`src/rtl/secs_pkg.sv`:
```
`default_nettype none

package secs_pkg;

  localparam int COORD_BITS = 32;
  localparam int EXT_BITS   = COORD_BITS - 1;
  localparam int IDX_BITS   = 10;
  localparam int NVOL_BITS  = 11;

  localparam logic CMD_WRITE = 1'b0;
  localparam logic CMD_QUERY = 1'b1;

  typedef struct packed {
    logic                         cmd;
    logic [IDX_BITS-1:0]          entry_index;
    logic signed [COORD_BITS-1:0] center_x;
    logic signed [COORD_BITS-1:0] center_y;
    logic signed [COORD_BITS-1:0] center_z;
    logic [EXT_BITS-1:0]          half_extent;
    logic signed [COORD_BITS-1:0] point_x;
    logic signed [COORD_BITS-1:0] point_y;
    logic signed [COORD_BITS-1:0] point_z;
  } in_word_t;

  typedef struct packed {
    logic [IDX_BITS-1:0] container_index;
    logic                found;
  } out_word_t;

  // one table entry as held in the memory
  typedef struct packed {
    logic signed [COORD_BITS-1:0] cx;
    logic signed [COORD_BITS-1:0] cy;
    logic signed [COORD_BITS-1:0] cz;
    logic [EXT_BITS-1:0]          ext;
  } entry_t;

  typedef struct packed {
    logic wr;     // store the input word's entry
    logic start;  // latch point and count, clear best
    logic issue;  // read entry at scan counter, advance
    logic load;   // move best into output register
  } ctrl_cmd_t;

  typedef struct packed {
    logic count_zero;
    logic last_issue;
    logic pipe_empty;
    logic out_free;
  } ctrl_sts_t;

endpackage

`default_nettype wire

```
`src/rtl/secs_ctrl.sv`:
```
`default_nettype none

module secs_ctrl (
  input  wire logic               clk_i,
  input  wire logic               rst_ni,
  input  wire logic               in_valid_i,
  input  wire logic               cmd_i,
  output logic                    in_stall_o,
  output secs_pkg::ctrl_cmd_t     cmd_o,
  input  wire secs_pkg::ctrl_sts_t sts_i
);

  typedef enum logic [1:0] {
    S_IDLE,
    S_SCAN,
    S_DRAIN
  } state_e;

  state_e state_q, state_d;
  logic   accept;

  assign in_stall_o = (state_q != S_IDLE);
  assign accept     = in_valid_i && (state_q == S_IDLE);

  always_comb begin
    cmd_o.wr    = accept && (cmd_i == secs_pkg::CMD_WRITE);
    cmd_o.start = accept && (cmd_i == secs_pkg::CMD_QUERY);
    cmd_o.issue = (state_q == S_SCAN) && !sts_i.count_zero;
    cmd_o.load  = (state_q == S_DRAIN) && sts_i.pipe_empty && sts_i.out_free;
  end

  always_comb begin
    state_d = state_q;
    case (state_q)
      S_IDLE: begin
        if (cmd_o.start) state_d = S_SCAN;
      end
      S_SCAN: begin
        if (sts_i.count_zero || sts_i.last_issue) state_d = S_DRAIN;
      end
      S_DRAIN: begin
        if (cmd_o.load) state_d = S_IDLE;
      end
      default: state_d = S_IDLE;
    endcase
  end

  always_ff @(posedge clk_i or negedge rst_ni) begin
    if (!rst_ni) begin
      state_q <= S_IDLE;
    end else begin
      state_q <= state_d;
    end
  end

endmodule

`default_nettype wire

```
`config.mk`:
```
export PLATFORM = sky130hd
export DESIGN_NAME = secs_ctrl
export DESIGN_NICKNAME = d
export VERILOG_FILES = /design/src/rtl/secs_pkg.sv /design/src/rtl/secs_ctrl.sv
export SDC_FILE = /design/constraint.sdc
export NUM_CORES = 1
export LEC_CHECK = 0
export BUFFER_PORTS_ARGS = -buffer_cell sky130_fd_sc_hd__buf_4
export CORE_AREA = 3 3 40 42
export CTS_BUF_LIST = sky130_fd_sc_hd__clkbuf_16
export CTS_CLUSTER_SIZE = 30
export DETAILED_ROUTE_END_ITERATION = 10
export DIE_AREA = 0 0 43 45
export PLACE_DENSITY_LB_ADDON = 0.1
export SYNTH_ARGS = -nofsm -noshare
export SYNTH_HDL_FRONTEND = slang
export SYNTH_SLANG_ARGS = --single-unit
export TNS_END_PERCENT = 10
```
`constraint.sdc`:
```
create_clock -name clk_i -period 1.3 [get_ports clk_i]
set_clock_uncertainty 0.1 [all_clocks]
set_input_delay 0.26 -clock clk_i [delete_from_list [all_inputs] [get_ports clk_i]]
set_output_delay 0.26 -clock clk_i [all_outputs]
set_load 0.05 [all_outputs]
```
Word level (Yosys, flattened, before mapping)
Index checks and enable logic that the tools add are counted.
Word-level totals
  register bits: 2
  bits of input ports: 8
  word-level logic and storage cells: 22
Operators by class
  equal/unequal tests: 5
  muxes and demuxes: 4
  bitwise operators: 1
  reduce and logical (&&, ||, !) cells: 11
Operators with widths (count)
  $logic_and A1 B1 Y1: 6
  $mux W2: 3
  $pmux W2 S3: 1
  $ne A2 B2 Y1 const B: 2
  $reduce_and A3 Y1: 1
  $eq A2 B1 Y1 const B: 1
  $eq A2 B2 Y1 const B: 1
  $logic_not A2 Y1: 1
  $ne A2 B1 Y1 const B: 1
  $reduce_bool A2 Y1: 1
  $logic_not A1 Y1: 1
  $logic_or A1 B1 Y1: 1
  $not A1 Y1: 1

Depth between registers and ports, before layout
  word-level depth: 5
  mapped depth: 2
  depth with buffers taken out: 2

Worst setup path before layout
No wires, ideal clock.
  path type: reg-to-output
  start point: register state_q[0]
  end point: output port cmd_o[2] (netlist name)
  arrival: 1406 ps
  data required time: 940 ps
  setup slack: -466 ps
  stages on the path, launching flop included: 3
  cells stage by stage: dfrtp_1 or2_4 nor2_1
RTL lines
  start: declaration: line secs_ctrl.sv:19  | state_e state_q, state_d;
  start signal: assignment: line secs_ctrl.sv:52  | state_q <= state_d;
  end: declaration: line secs_ctrl.sv:9  | output secs_pkg::ctrl_cmd_t cmd_o,

==> metrics <==
status=complete, but fails checks; failing checks=negative setup slack; post-synth top area cell=dfrtp_1; Seq/Total Area, Yosys=36.0%; library cells used by synthesis=11; area grow syn2layout=189%; Power Dens Cells=around 2500 mW/mm^2; Crit path largest cell delay=360 ps; largest net degree at the start of global routing=4; RR Endpoint=state_q[0]; DIE WIDTH=43 um; Total GRT Usage=between 6 and 7%; Hold Path End=state_q[0]; list of most frequent post-synthesis cells=3 x nor2_1, 2 x dfrtp_1; Die ar.=roughly 0.0019 mm^2; hold crit path type=in -> reg; DP Wirelength=about 370 um; min-delay src=sts_i[2]; # DRC=0; Syn Area/Cell=9.92 um^2; total number of vias=~170; initial antenna violation count=0; critical path cell sequence=or2_4 -> nor3b_4 -> buf_6; number of flops mapped to enable cells by yosys=0; FMAX=0.638 GHz; VDD IR max=about 0.0013 V; TritonCTS buffer count=3; setup repair after global routing missed its margin=true; area of the multi-input gates=113 um^2; final setup margin=-268 ps; DRT iter0 DRCs=1; Synth async-reset ratio=100%; Post-Place Worst Slack=-62.8 ps; CTS Buffer Depth=2; post-route cell area=roughly 400 um^2; antenna cells=0; die height=between 40 and 50 um; Synth Area in Adders=0%; crit path max-delay cell type=dfrtp_1; synthesized instance count=14; hold slack=approximately 220 ps; H-tree depth=1; first-pass GRT wire length=just under 800 um; Worst-Margin Slew=145 ps; Total Nets Final=43; area fraction in compound gates after synthesis=20.7%; startpoint types=register; Worst EP arrival=~1200 ps; reg-to-reg slack, setup=about 180 ps; Reg with most FFs=state_q; r2r worst-path depth=3; Clk Latency, worst-skew pair=about 220 ps; Ys Warns=0; Top FF cell, synth=dfrtp_1; gr ovfl total=0; share of post-route cells with drive strength above 1=81.8%; GPL Wtd Cong=0.579; WS Path Type=reg -> out; top-area cell type share of the netlist area=36.0%; cell with the most instances after synthesis=nor2_1; FP Rows=13; synth top area cells=dfrtp_1 36%, nor3b_2 9.0%, o22ai_2 9.0%; initial cell density of the core=~11%; max cap viols=0; first-pass iteration count of the detailed router=3; Ports=13; biggest regs=state_q: 2 flops; Req. time, crit path=between 900 and 1000 ps; max FFs per register=2; Slew Viols, Final=0; post-synthesis mux area share=0%; Post-CTS Setup Bufs=0; Static Leak=0.000188 uW; Placed Area=~280 um^2; Setup Viol. Count Final=5; Simple-Gate Fraction of Synth Area=between 40% and 50%; Filler cells=about 130; FF+latch area=50.0 um^2; Setup Total Neg Slack=-958 ps; worst rel slew slack=90.3%; minimum clock period=around 1600 ps; CP max FO=3; cell area after synthesis=between 100 and 150 um^2; PortBufs=12; Final Hold Fails=0; syn nets=22; Worst R2R Start=state_q[0]; wire per inst=9.46 um; Via-to-Cell Ratio=approximately 3.6; Root Buffer=clkbuf_16; CP Capture Type=output port; Routed Antenna Nets=0; Synth Register Bits=2; Total Wirelength=about 450 um; TritonCTS clock tree=done; clk sinks=2; Synth Area in XOR/XNOR=0%; Worst-path clk slew=about 30 ps; post-layout util=approximately 31%; vias in the first global route=197; largest family of logic cells by synthesized area=simple AND/OR/NAND/NOR gates; hold depth=3; core area=around 0.0013 mm^2; crit share post-route=121%
worst max path at each step:
stage	start	endpoint	slack, ps	cells past startpoint
6_report	state_q[0]	cmd_o[3]	-270	3
5_1_grt	state_q[0]	cmd_o[3]	-330	3
4_1_cts	state_q[0]	cmd_o[3]	-280	3
3_5_place_dp	state_q[0]	cmd_o[3]	-60	3
3_3_place_gp	state_q[0]	cmd_o[3]	-60	3
2_1_floorplan	state_q[0]	cmd_o[3]	-290	2
cell families (layout without fill, tap and decap cells):
group	count (synthesis)	in the layout
AO/OA/AOI/OAI	3	3
AND/OR/NAND/NOR	9	9
buffers and inverters	0	19
flip-flops	2	2
report_power, final:
part           internal [uW]  switching, uW  total (uW)  leakage, uW
sequential              83.4           13.0        96.4    0.0000261
combinational            218            227         445     0.000125
clock                    391           69.7         461    0.0000370
routing by layer:
layer,part of all wire [%],wire length [um],GRT usage (%)
met2,48,219,8.08
met3,11,49,2.79
met4,4.2,19,9.04
met5,0,0,0
met1,36,165,6.01
stage by stage:
| stage | power (uW) | instances |
|---|---|---|
| after floorplan | 335 | 14 |
| after global placement | 476 | 44 |
| after detailed placement | 477 | 44 |
| after CTS | 973 | 48 |
| after global routing | 1050 | 48 |
| final | 1000 | 48 |
critical path, delay by kind of cell (launching register included):
family | cells | cell delay [ps]
buffers and inverters | 1 | 180
DFF | 1 | 360
and+or+nand+nor | 2 | 440
cells in the final DEF (no fill, tap or decap):
cell	instances
a21bo_2	1
and4b_2	1
buf_4	10
buf_6	4
buf_8	1
clkbuf_16	3
dfrtp_1	2
dlygate4sd3_1	1
nand2_1	1
nand2b_4	1
nor2_1	1
nor2_2	1
nor2_4	1
nor3b_4	1
o22ai_1	1
o22ai_2	1
or2_2	1
or2_4	1
area by class of cell:
cell class | instances | area share, %
Clock buffer | 3 | 18.7
Multi-Input combinational cell | 12 | 28.0
Sequential cell | 2 | 12.5
Tap cell | 15 | 4.67
Timing Repair Buffer | 16 | 36.1
repair_timing:
item / in CTS / in global routing
resized for setup: 4 / 5
endpoints found under the hold margin: 2 / 0
endpoints found under the setup margin: 5 / 5
hold buffers: 1 / 0
cloned: 0 / 0
Note: power is estimated with default switching activity, not from simulation.
